--- src/rtl/gmd_ram.sv ---
module gmd_ram #(
  parameter int WIDTH = 8,
  parameter int DEPTH = 16
) (
  input  logic                                      clk,
  input  logic                                      we,
  input  logic [((DEPTH > 1) ? $clog2(DEPTH) : 1)-1:0] waddr,
  input  logic [WIDTH-1:0]                          wdata,
  input  logic [((DEPTH > 1) ? $clog2(DEPTH) : 1)-1:0] raddr,
  output logic [WIDTH-1:0]                          rdata
);

  logic [WIDTH-1:0] mem [DEPTH];

  always_ff @(posedge clk) begin
    if (we) begin
      mem[waddr] <= wdata;
    end
    rdata <= mem[raddr];
  end

endmodule

--- config.mk ---
export PLATFORM = sky130hd
export DESIGN_NAME = gmd_ram
export DESIGN_NICKNAME = d
export VERILOG_FILES = /design/src/rtl/gmd_ram.sv
export SDC_FILE = /design/constraint.sdc
export NUM_CORES = 1
export LEC_CHECK = 0
export BUFFER_PORTS_ARGS = -buffer_cell sky130_fd_sc_hd__clkbuf_2
export CAP_MARGIN = 10
export CORE_ASPECT_RATIO = 0.5
export CORE_UTILIZATION = 35
export CTS_BUF_LIST = sky130_fd_sc_hd__clkbuf_4 sky130_fd_sc_hd__clkbuf_8 sky130_fd_sc_hd__clkbuf_16
export DETAILED_ROUTE_END_ITERATION = 8
export PLACE_DENSITY = 0.51
export SLEW_MARGIN = 40
export SYNTH_ARGS = -nofsm -noshare
export SYNTH_HDL_FRONTEND = slang
export SYNTH_SLANG_ARGS = --single-unit
--- constraint.sdc ---
create_clock -name clk -period 1.8 [get_ports clk]
set_input_delay 0.09 -clock clk [delete_from_list [all_inputs] [get_ports clk]]
set_output_delay 0.09 -clock clk [all_outputs]
set_load 0.01 [all_outputs]
==> results.tsv <==
metric	value	unit
Antenna diodes	0	
Layout area overhead	20.9	%
DR iter-0 viols	205	
CTS Sinks	136	
Slew @ Worst Pin	0.833	ns
Rows	30	
fill count	1183	
Die ar.	15200	um^2
grt ovf	0	
Synthesized Nets	247	
crit share post-route	80.5	%
R2R cell count	3	
outcome	complete, no violations	
IO Pins	26	
Post-Synth XOR/XNOR Area	0	%
P_leak	2.11	nW
post-layout min period	1.45	ns
MaxCap Viol Count	0	
DPL Wire Length	6.85	mm
htree depth	4	
TritonRoute pass-1 iters	4	
via count	2455	
initial antenna violation count	0	
Die Wd	174	um
register area	4000	um^2
total CTS buffers	17	
HP Class	input pin to register	
area share of and/or/nand/nor cells after synthesis	3.18	%
Pwr Density	1190	nW/um^2
required time worst endpoint	2.07	ns
Avg Vias per Cell	5.01	
Flop pwr share	48.1	%
Slew HR	44.4	%
Final TNS setup	0	ns
crit start category	register	
Detail Route Antenna Nets	0	
Final Hold Fails	0	
Post-Synthesis Cells	229	
Hold EP	mem[0][7]	
Sw Pwr	0.00151	W
CTS tree	done	
Reg-to-Reg End	rdata[7]	
post-cts sizing count	0	
Seq/Total Area, Yosys	77.8	%
clk_lat worst skew	0.40	ns
adder-cell share of the synthesized area	0	%
sw frac	20.4	%
Synth Register Bits	136	
Final GP Congestion	0.714	
crit path from	mem[2][7]	
IO Port Bufs	25	
main combinational cell family by area after synthesis	multiplexers	
Logic pwr share	4.7	%
Die Y	87.8	um
CP max FO	1	
Finished Layout Cells	490	
number of remaining DRC errors	0	
CP endpoint kind	register	
Compound-Gate Fraction of Synth Area	2.33	%
Max Clk Rate	690	MHz
WL/cell	21.5	um
Starting Density	36.9	%
Data arrival, critical path	1.72	ns
Post-CTS Setup Inserts	0	
Yosys warning count	0	
first-pass GRT wire length	15.9	mm
Synth cell types	19	
hold_buf cts	0	
P_int	0.00589	W
final wirelength	10.5	mm
setup slack, reg-to-reg	0.35	ns
worst IR drop on VDD	591	uV
RR Startpoint	mem[2][7]	
hold depth	1	
Min-Delay Startpoint	wdata[7]	
area of the multi-input gates	1060	um^2
RSZ-0062 raised after global routing	false	
Clock Skews	0.00742	ns
pin count of the biggest net entering global routing	30	
All-Layer GR Usage	15.2	%
Post-Syn Area	5150	um^2
Max Slew Vio Count	0	
Clock Pin Slew Worst Setup and Hold Paths	0.06	ns
placed insts	458	
mux cell area share after synthesis	15.0	%
Clk pwr share	47.2	%
ratio of cells with drive above 1 in the final layout	32.9	%
Avg Inst Size Synth	22.5	um^2
nets	303	
WS Path Type	register to register	
vias in the first global route	2535	
Setup-failing EPs final	0	
CTS root buffer	clkbuf_16	
core area	14000	um^2
Clock Path Buffers	2	
[cell usage after synthesis (all sizes together)]
library cell	count	area [um^2]
edfxtp	128	3840
and2	1	6.26
nor3	4	20.0
clkdlybuf4s25	3	30.0
buf	7	56.3
dfxtp	8	160
nor2b	1	6.26
a22oi	16	120
mux4	32	773
and2b	1	7.51
or3b	1	8.76
nor2	13	48.8
nand3	1	5.00
nand2	9	33.8
nand3b	2	15.0
nand2b	2	12.5
[routing by layer]
layer,track usage (%),share of wire [%]
met5,0,0
met4,6.11,0.75
met3,3.56,5.4
met2,23.1,46
met1,21.2,48
[critical path, stage by stage (launching register included)]
cell	delay, ns
edfxtp_1	0.36
mux4_2	0.47
a22oi_1	0.39
nand2_1	0.10
[how the worst max path moves through the flow]
stage	slack [ns]	to	cells after the start
3_3_place_gp	0.16	rdata[3]	5
4_1_cts	0.33	rdata[5]	3
2_1_floorplan	0.22	mem[0][0]	2
6_report	0.35	rdata[7]	3
5_1_grt	0.26	rdata[2]	3
3_5_place_dp	0.14	rdata[3]	5
[sequential cells by signal, summed over array words and instances (netlist names)]
name	flops
mem	128
rdata	8
[cell usage in the layout, fill, tap and decap left out]
cell type and instances:
mux4_2 18, buf_12 2, edfxtp_1 128, bufinv_16 3
dfxtp_1 8, nor3_1 4, clkinv_2 2, nor2b_1 1
and2_1 1, nand2_1 9, mux4_1 14, inv_6 2
nand3b_1 2, clkbuf_4 1, nand2b_1 2, and2b_1 1
nand3_1 1, clkinv_4 4, nor2_1 13, a22oi_1 16
clkbuf_2 25, buf_4 20, clkinvlp_4 3, or3b_2 1
clkbuf_16 17
[stage by stage]
| stage | area [um^2] | setup WS [ns] | util (%) | total power (W) | hold WS, ns |
|---|---|---|---|---|---|
| after floorplan | 5150 | 0.217 | - | 0.00381 | 0.189 |
| after global placement | 5620 | 0.165 | 40.2 | 0.00397 | 0.487 |
| after detailed placement | 5620 | 0.142 | 40.2 | 0.00398 | 0.486 |
| after CTS | 6220 | 0.334 | 44.6 | 0.00747 | 0.121 |
| after global routing | 6220 | 0.256 | 44.6 | 0.00762 | 0.146 |
| final | 6220 | 0.351 | 44.6 | 0.00740 | 0.107 |
[area by class of cell]
| class | instances | share of cell area [%] |
|---|---|---|
| Clock buffer | 18 | 6.95 |
| Multi-Input combinational cell | 83 | 17.0 |
| Sequential cell | 136 | 64.3 |
| Tap cell | 192 | 3.86 |
| Clock inverter | 14 | 2.81 |
| Timing Repair Buffer | 47 | 5.07 |
[power by group through the flow]
stage	Clock (W)	Sequential (W)	Combinational, W
floorplan	0	0.00363	0.000180
global placement	0	0.00363	0.000347
detailed placement	0	0.00363	0.000354
CTS	0.00355	0.00356	0.000355
global route	0.00368	0.00357	0.000379
finish	0.00349	0.00356	0.000349
[cell families (layout without fill, tap and decap cells)]
kind of cell           count (synthesis)  count (layout)
buffers and inverters                 10              79
muxes                                 32              32
and+or+nand+nor                       35              35
AOI/OAI and AO/OA                     16              16
DFF                                  136             136
Note: power is estimated with default switching activity, not from simulation.
