===== src/rtl/gmd_pkg.sv =====
package gmd_pkg;

  // field and register widths
  localparam int POS_W   = 12;   // non-negative pixel coordinate
  localparam int SPOS_W  = 13;   // signed input coordinate
  localparam int CS_W    = 8;    // cell edge
  localparam int DIM_W   = 13;   // image extent
  localparam int GRID_W  = 11;   // grid extent, corner limit, corner count
  localparam int MDS_W   = 16;   // squared minimum distance
  localparam int IDX_W   = 24;   // row * columns + column before range check
  localparam int CFG_AW  = 3;
  localparam int CFG_DW  = 16;

  localparam logic [GRID_W-1:0] COUNT_MAX = 11'd1024;

  // action codes
  localparam logic [1:0] ACT_START = 2'd0;
  localparam logic [1:0] ACT_SEED  = 2'd1;
  localparam logic [1:0] ACT_CAND  = 2'd2;
  localparam logic [1:0] ACT_RSVD  = 2'd3;   // unused code, behaves as start

  // status codes
  localparam logic [2:0] ST_ACCEPTED  = 3'd0;
  localparam logic [2:0] ST_OUTSIDE   = 3'd1;
  localparam logic [2:0] ST_TOO_CLOSE = 3'd2;
  localparam logic [2:0] ST_LIMIT     = 3'd3;
  localparam logic [2:0] ST_SEEDED    = 3'd4;
  localparam logic [2:0] ST_SEED_OUT  = 3'd5;
  localparam logic [2:0] ST_CELL_FULL = 3'd6;
  localparam logic [2:0] ST_CLEARED   = 3'd7;

  // register indexes
  localparam logic [CFG_AW-1:0] REG_IMAGE_WIDTH  = 3'd0;
  localparam logic [CFG_AW-1:0] REG_IMAGE_HEIGHT = 3'd1;
  localparam logic [CFG_AW-1:0] REG_CELL_SIZE    = 3'd2;
  localparam logic [CFG_AW-1:0] REG_GRID_COLUMNS = 3'd3;
  localparam logic [CFG_AW-1:0] REG_GRID_ROWS    = 3'd4;
  localparam logic [CFG_AW-1:0] REG_MIN_DIST_SQ  = 3'd5;
  localparam logic [CFG_AW-1:0] REG_MAX_CORNERS  = 3'd6;

  typedef struct packed {
    logic             start;
    logic [POS_W-1:0] num_x;
    logic [POS_W-1:0] num_y;
    logic [CS_W-1:0]  den;
  } div_req_t;

  typedef struct packed {
    logic             done;
    logic [POS_W-1:0] quo_x;
    logic [POS_W-1:0] quo_y;
  } div_rsp_t;

endpackage


===== src/rtl/gmd_div.sv =====
module gmd_div (
  input  logic               clk,
  input  logic               rst_n,
  input  gmd_pkg::div_req_t  req,
  output gmd_pkg::div_rsp_t  rsp
);

  localparam int PW = gmd_pkg::POS_W;
  localparam int DW = gmd_pkg::CS_W;
  localparam int CW = $clog2(PW + 1);

  logic          busy_r, busy_nxt;
  logic          done_r, done_nxt;
  logic [CW-1:0] cnt_r, cnt_nxt;
  logic [DW-1:0] den_r, den_nxt;
  logic [DW-1:0] remx_r, remx_nxt, remy_r, remy_nxt;
  logic [PW-1:0] qx_r, qx_nxt, qy_r, qy_nxt;

  // one restoring step: remainder and shifted quotient
  function automatic logic [DW+PW-1:0] div_step(input logic [DW-1:0] rem,
                                                input logic [PW-1:0] q,
                                                input logic [DW-1:0] den);
    logic [DW:0] trial;
    logic [DW:0] diff;
    begin
      trial = {rem, q[PW-1]};
      diff  = trial - {1'b0, den};
      if (trial >= {1'b0, den}) begin
        return {diff[DW-1:0], q[PW-2:0], 1'b1};
      end else begin
        return {trial[DW-1:0], q[PW-2:0], 1'b0};
      end
    end
  endfunction

  always_comb begin
    busy_nxt = busy_r;
    done_nxt = 1'b0;
    cnt_nxt  = cnt_r;
    den_nxt  = den_r;
    remx_nxt = remx_r;
    remy_nxt = remy_r;
    qx_nxt   = qx_r;
    qy_nxt   = qy_r;
    if (busy_r) begin
      {remx_nxt, qx_nxt} = div_step(remx_r, qx_r, den_r);
      {remy_nxt, qy_nxt} = div_step(remy_r, qy_r, den_r);
      cnt_nxt = cnt_r + 1'b1;
      if (cnt_r == CW'(PW - 1)) begin
        busy_nxt = 1'b0;
        done_nxt = 1'b1;
      end
    end else if (req.start) begin
      busy_nxt = 1'b1;
      cnt_nxt  = '0;
      den_nxt  = req.den;
      remx_nxt = '0;
      remy_nxt = '0;
      qx_nxt   = req.num_x;
      qy_nxt   = req.num_y;
    end
  end

  always_ff @(posedge clk) begin
    if (!rst_n) begin
      busy_r <= 1'b0;
      done_r <= 1'b0;
    end else begin
      busy_r <= busy_nxt;
      done_r <= done_nxt;
    end
    cnt_r  <= cnt_nxt;
    den_r  <= den_nxt;
    remx_r <= remx_nxt;
    remy_r <= remy_nxt;
    qx_r   <= qx_nxt;
    qy_r   <= qy_nxt;
  end

  assign rsp.done  = done_r;
  assign rsp.quo_x = qx_r;
  assign rsp.quo_y = qy_r;

endmodule

===== config.mk =====
export PLATFORM = sky130hd
export DESIGN_NAME = gmd_div
export DESIGN_NICKNAME = d
export VERILOG_FILES = /design/src/rtl/gmd_pkg.sv /design/src/rtl/gmd_div.sv
export SDC_FILE = /design/constraint.sdc
export NUM_CORES = 1
export LEC_CHECK = 0
export BUFFER_PORTS_ARGS = -buffer_cell sky130_fd_sc_hd__buf_2
export CAP_MARGIN = 20
export CORE_AREA = 2 2 83 85
export CTS_CLUSTER_SIZE = 10
export DETAILED_ROUTE_END_ITERATION = 12
export DIE_AREA = 0 0 85 87
export GPL_ROUTABILITY_DRIVEN = 1
export PLACE_DENSITY = 0.79
export SLEW_MARGIN = 20
export SYNTH_ARGS = -nofsm -noshare
export SYNTH_HDL_FRONTEND = slang
export SYNTH_SLANG_ARGS = --single-unit

===== constraint.sdc =====
create_clock -name clk -period 1.9 [get_ports clk]
set_input_delay 0.19 -clock clk [delete_from_list [all_inputs] [get_ports clk]]
set_output_delay 0.19 -clock clk [all_outputs]
set_load 0.005 [all_outputs]

==> results of run 1 <==
-- metal layers --
| layer | GRT usage (%) | wire length [um] | up-vias |
|---|---|---|---|
| met5 | 0 | 0 | - |
| met4 | 7.50 | 250 | 0 |
| met3 | 5.12 | 609 | 26 |
| met2 | 32.5 | 4110 | 124 |
| met1 | 24.3 | 3180 | 1255 |
| li1 | - | - | 1190 |
-- cell type report --
| type | instances | area (um2) |
|---|---|---|
| inverter | 14 | 56.3 |
| timing repair buffer | 103 | 648 |
| tap | 80 | 100 |
| multi-input combinational | 178 | 1860 |
| clock buffer | 6 | 72.6 |
| sequential | 54 | 1600 |
| fill | 455 | 2220 |
| clock inverter | 2 | 17.5 |
-- Yosys cell counts, types with 3 or more instances --
master,count
and3_1,3
a211oi_1,6
a211o_1,4
buf_1,3
and2_1,4
edfxtp_1,52
ha_1,17
nor3_1,8
nand3_1,13
a21oi_1,16
inv_1,13
nor2_1,8
xnor2_1,3
o21ai_0,12
o21a_1,4
nand2_1,3
nor2b_1,8
mux2_2,22
-- cells by family after synthesis --
group                      share of synthesized area (%)
and+or+nand+nor                                     11.1
adders and majority gates                           7.99
AOI/OAI and AO/OA                                   19.0
buffers and inverters                               2.37
muxes                                               7.83
xor gates and xnor gates                            1.11
DFF                                                 50.6
-- critical path, cell delays in order (launching register included) --
cell and delay (ns):
edfxtp_1 0.43, inv_2 0.13, ha_4 0.21, nor2b_4 0.14, o31ai_4 0.31, a31oi_4 0.24, nor3_1 0.28, a211oi_2 0.08
-- where the power goes --
group	total, uW	leakage, uW	internal (uW)	switching, uW
clock	683	0.0000462	271	412
sequential	1580	0.000548	1480	96.2
combinational	1520	0.00112	762	760
-- worst max path at each step --
stage | end | slack (ns) | cells after the start
after floorplan | remy_r[7] | 0.009 | 7
after global placement | remx_r[0] | -0.06 | 6
after detailed placement | remy_r[1] | -0.15 | 7
after CTS | remx_r[7] | -0.11 | 6
after global routing | remx_r[7] | -0.25 | 7
final | remx_r[7] | -0.17 | 7
-- repair_timing --
| item | 4_1_cts | 5_1_grt |
|---|---|---|
| buffers inserted | 13 | 11 |
| endpoints found under the setup margin | 16 | 18 |
| cloned | 0 | 0 |
| resized for setup | 29 | 56 |
| pin swaps | 12 | 33 |
-- state kept, by name, indices dropped and copies added, names as in the netlist --
name / cells
qx_r: 12
qy_r: 12
den_r: 8
remx_r: 8
remy_r: 8
cnt_r: 4
busy_r: 1
done_r: 1
-- stage by stage --
stage | instances | hold slack [ns] | TNS [ns] | total power (uW)
6_report | 437 | 0.0395 | -1.64 | 3780
5_1_grt | 437 | 0.0274 | -2.84 | 3950
4_1_cts | 428 | 0.0332 | -1.18 | 3470
3_5_place_dp | 407 | 0.369 | -1.36 | 2640
3_3_place_gp | 407 | 0.369 | -0.434 | 2610
2_1_floorplan | 251 | 0.289 | 0 | 2290
==> results_dict.tcl, run 1 <==
set metrics [dict create \
    clk_latency_ns 0.31 \
    clock-sinks 54 \
    worstPathMaxFanout 8 \
    syn_nets 305 \
    first_pass_iters 4 \
    final_cell_mix "59 x buf_2, 52 x edfxtp_1, 38 x buf_4" \
    die_w_um 85 \
    nets 410 \
    synth_area_leaders "edfxtp_1 49%, mux2_2 7.8%, ha_1 6.7%" \
    setup_viol 18 \
    r2r_end "remx_r[7]" \
    path_class "reg -> reg" \
    grt.total_usage_pct 19.4 \
    ctsHoldBuffers 0 \
    tritoncts.num_buffers 5 \
    finalWirelength_um 8150 \
    synth_seq_cells 54 \
    grt_pass1_vias 2532 \
    dpl.hpwl_um 4890 \
    initial_utilization_pct 48.2 \
    crit_path_start_kind "register" \
    io_buffer_count 59 \
    synth_top_area_share_pct 49.3 \
    cts_root_buffer "clkbuf_8" \
    num_io_pins 60 \
    cp.arrival_ns 2.13 \
    synthesis.instances 251 \
    gp_congestion 0.847 \
    worstHoldStart "req[2]" \
    r2r_setup_slack_ns -0.17 \
    fmax_mhz 483 \
    syn_to_final_growth_pct 37.6 \
    final_cell_area_um2 4350 \
    r2r-start "den_r[1]" \
    r2r_cells 7 \
    peakVddDrop_mv 0.604 \
    required_ns 1.96 \
    p_per_area_nw_per_um2 869 \
    hold_class "in -> reg" \
    clk_pin_slew_ns 0.11 \
    route.detailed.drc 0 \
    wl_per_cell_um 18.6 \
    p_leak_uw 0.00171 \
    clock_skew_ns 0.00664 \
    grt_max_degree 46 \
    placed_cell_area_um2 3700 \
    min_period_ns 2.07 \
    min_to "den_r[2]" \
    die-area_um2 7400 \
    num_rows 30 \
    final_common_cell "buf_2" \
    synth_cell_type_count 49 \
    tightest_slew_ns 1.04 \
    yosysSeqAreaShare_pct 50.6 \
    fp.dieH_um 87 \
    synth-edff-count 52 \
    yosys_warnings 0 \
    grt_pass1_wl_um 11500 \
    finalWorstSetupSlack_ns -0.172 \
    synth_flop_cell "edfxtp_1" \
    overflow 0 \
    drtAntennaViolNets 0 \
    netlist_area_um2 3160 \
    cts_tree "built" \
    drt_iter0_markers 153 \
    routed-via-count 2595 \
    startpoint "den_r[1]" \
    core_area_um2 6570 \
    utilization_pct 66.3 \
    antenna_found_initial 0 \
    relSlewSlack_pct 30.5 \
    max_cap_violations 0 \
    violations "negative setup slack" \
    period_share_pct 109 \
    pre_cts_ws_ns -0.145 \
    cts_max_level 2 \
    synth.largest_area_cell "edfxtp_1" \
    final_hold_viol_count 0 \
    hold_depth 1 \
    slew_violations 0 \
    syn_avg_cell_area_um2 12.6 \
    rsz0062_at_grt "true" \
    clockBufferDepth 2 \
    via_per_inst 5.94 \
    drive_gt1_share_pct 58.0 \
    end_kind "register" \
    num_antenna_cells 0 \
    synthArstFlopShare_pct 0 \
    outcome "complete, but fails checks" \
]
No activity file was read; power rests on OpenSTA's default activity.
==> run 2, diff against run 1 <==
Settings changed: GPL_TIMING_DRIVEN set to 0.
==> run 2 against run 1 <==
  * The flow still finishes with violations (negative setup slack)
  * Clock skew is 0.0056 ns higher
  * Combinational power is 13% lower
  * Critical path depth unchanged
  * Power is 1.9% lower
  * Largest cell class unchanged
  * Critical endpoint is now remx_r[3]
  * Die area unchanged
  * Highest routed layer unchanged
  * Sequential cell count stayed put
  * Worst setup slack better by 0.023 ns
  * Core utilization shrank 3.1 points
  * Fmax rose by 1.1%
  * Clock-buffer cell count down 1
  * Wire length shrank 7.2%
  * Largest power group unchanged
==> results_dict.tcl, run 2 (synthesized netlist as in run 1, its figures left out) <==
set metrics [dict create \
    outcome "complete, but fails checks" \
    violations "negative setup slack" \
    dpl.hpwl_um 4720 \
    end_kind "register" \
    drt_iter0_markers 107 \
    fmax_mhz 488 \
    first_pass_iters 5 \
    path_class "reg -> reg" \
    routed-via-count 2500 \
    tritoncts.num_buffers 5 \
    io_buffer_count 59 \
    cts_root_buffer "clkbuf_8" \
    grt_pass1_wl_um 11500 \
    period_share_pct 108 \
    tns_ns -1.63 \
    clock-sinks 54 \
    slowest_stage "edfxtp_1" \
    drive_gt1_share_pct 49.7 \
    fill_cells 484 \
    final_common_cell "buf_2" \
    tightest_slew_ns 0.830 \
    initial_utilization_pct 48.2 \
    grt_pass1_vias 2428 \
    setup_viol 17 \
    hold_depth 1 \
    power_uw 3710 \
    rsz0062_at_grt "true" \
    required_ns 1.97 \
    max_cap_violations 0 \
    drtAntennaViolNets 0 \
    clock_skew_ns 0.0123 \
    slew_violations 0 \
    peakVddDrop_mv 0.498 \
    die_w_um 85 \
    finalWirelength_um 7560 \
    num_rows 30 \
    grt.total_usage_pct 19.7 \
    route.detailed.drc 0 \
    cts_max_level 2 \
    clk_latency_ns 0.32 \
    path_depth 7 \
    ctsHoldBuffers 0 \
    finalWorstSetupSlack_ns -0.149 \
    r2r_cells 7 \
    p_leak_uw 0.00160 \
    final_hold_viol_count 0 \
    final_cell_mix "59 x buf_2, 52 x edfxtp_1, 22 x mux2_2" \
    gp_congestion 0.814 \
    grt_max_degree 46 \
    num_antenna_cells 0 \
    via_per_inst 5.95 \
    overflow 0 \
    num_io_pins 60 \
    crit_buf_inv 1 \
    min_period_ns 2.05 \
    reg.largest.list "qx_r: 12 flops, qy_r: 12 flops" \
    regArea_um2 1600 \
    worstPathMaxFanout 8 \
    utilization_pct 63.2 \
    nets 393 \
    cp_cell_sequence "inv_2, ha_4, nor2b_4, o31ai_4, a31oi_4, o211ai_1, a21oi_1" \
    cp.arrival_ns 2.12 \
    cp_top_family "compound AO/OA/AOI/OAI gates" \
    die-area_um2 7400 \
    antenna_found_initial 0 \
    fp.dieH_um 87 \
    core_area_um2 6570 \
    syn_to_final_growth_pct 31.1 \
    multi_input_area_um2 1780 \
    wl_per_cell_um 18.0 \
    clk_pin_slew_ns 0.11 \
    hold_class "in -> reg" \
    cts_tree "built" \
    cpPeakStageDelay_ns 0.43 \
    p_per_area_nw_per_um2 894 \
    clockBufferDepth 2 \
    crit_path_start_kind "register" \
    relSlewSlack_pct 44.6 \
]
run 2: cell count changes in the layout (fill, tap and decap cells not counted), sizes merged:
cell    delta
buf       -19
clkinv     +1
bufinv     +1
or2        +1
inv        -1
run 2: cell type report:
class	instances	area share, %
Buffer	5	0.543
Inverter	14	1.27
Timing Repair Buffer	80	11.4
Tap cell	80	2.41
Clock buffer	5	1.66
Multi-Input combinational cell	179	43.0
Sequential cell	54	38.6
Clock inverter	3	1.18
run 2: final timing paths:
path              slack, ns     start         to
setup / recovery      -0.15  den_r[1]  remx_r[3]
hold / removal         0.04    req[0]   den_r[0]
setup reg to reg      -0.15  den_r[1]  remx_r[3]
hold reg to reg        0.58   qx_r[1]    qx_r[2]
run 2: layer usage:
| metal | routed length, um | global-route usage, % |
|---|---|---|
| met1 | 3200 | 25.0 |
| met5 | 0 | 0 |
| met2 | 3670 | 32.4 |
| met3 | 560 | 5.88 |
| met4 | 129 | 6.49 |
run 2: through the flow:
stage,hold WS (ns),worst slack (ns),instances,area [um2]
final,0.0372,-0.149,420,4150
after global routing,0.0263,-0.241,420,4150
after CTS,0.0294,-0.149,410,3910
after detailed placement,0.368,-0.324,390,3560
after global placement,0.368,-0.273,390,3560
after floorplan,0.289,0.00881,251,3160
run 2: worst register-to-register path: cells and delay by family (launching register included):
family | cells | cell delay [ns]
compound gates | 4 | 0.89
flops | 1 | 0.43
fa+ha+maj | 1 | 0.22
buf+inv | 1 | 0.14
simple gates | 1 | 0.13
run 2: repair_timing:
action                     in CTS  in global routing
setup endpoints to repair      63                 63
setup buffers                  12                  9
resized for setup              33                 34
gates cloned                    0                  1
pin swaps                      12                 13
run 2: where the power goes:
group / internal, uW / switching (uW) / leakage [uW]
Sequential: 1480 / 92.8 / 0.000548
Clock: 402 / 406 / 0.0000563
Combinational: 654 / 676 / 0.000996
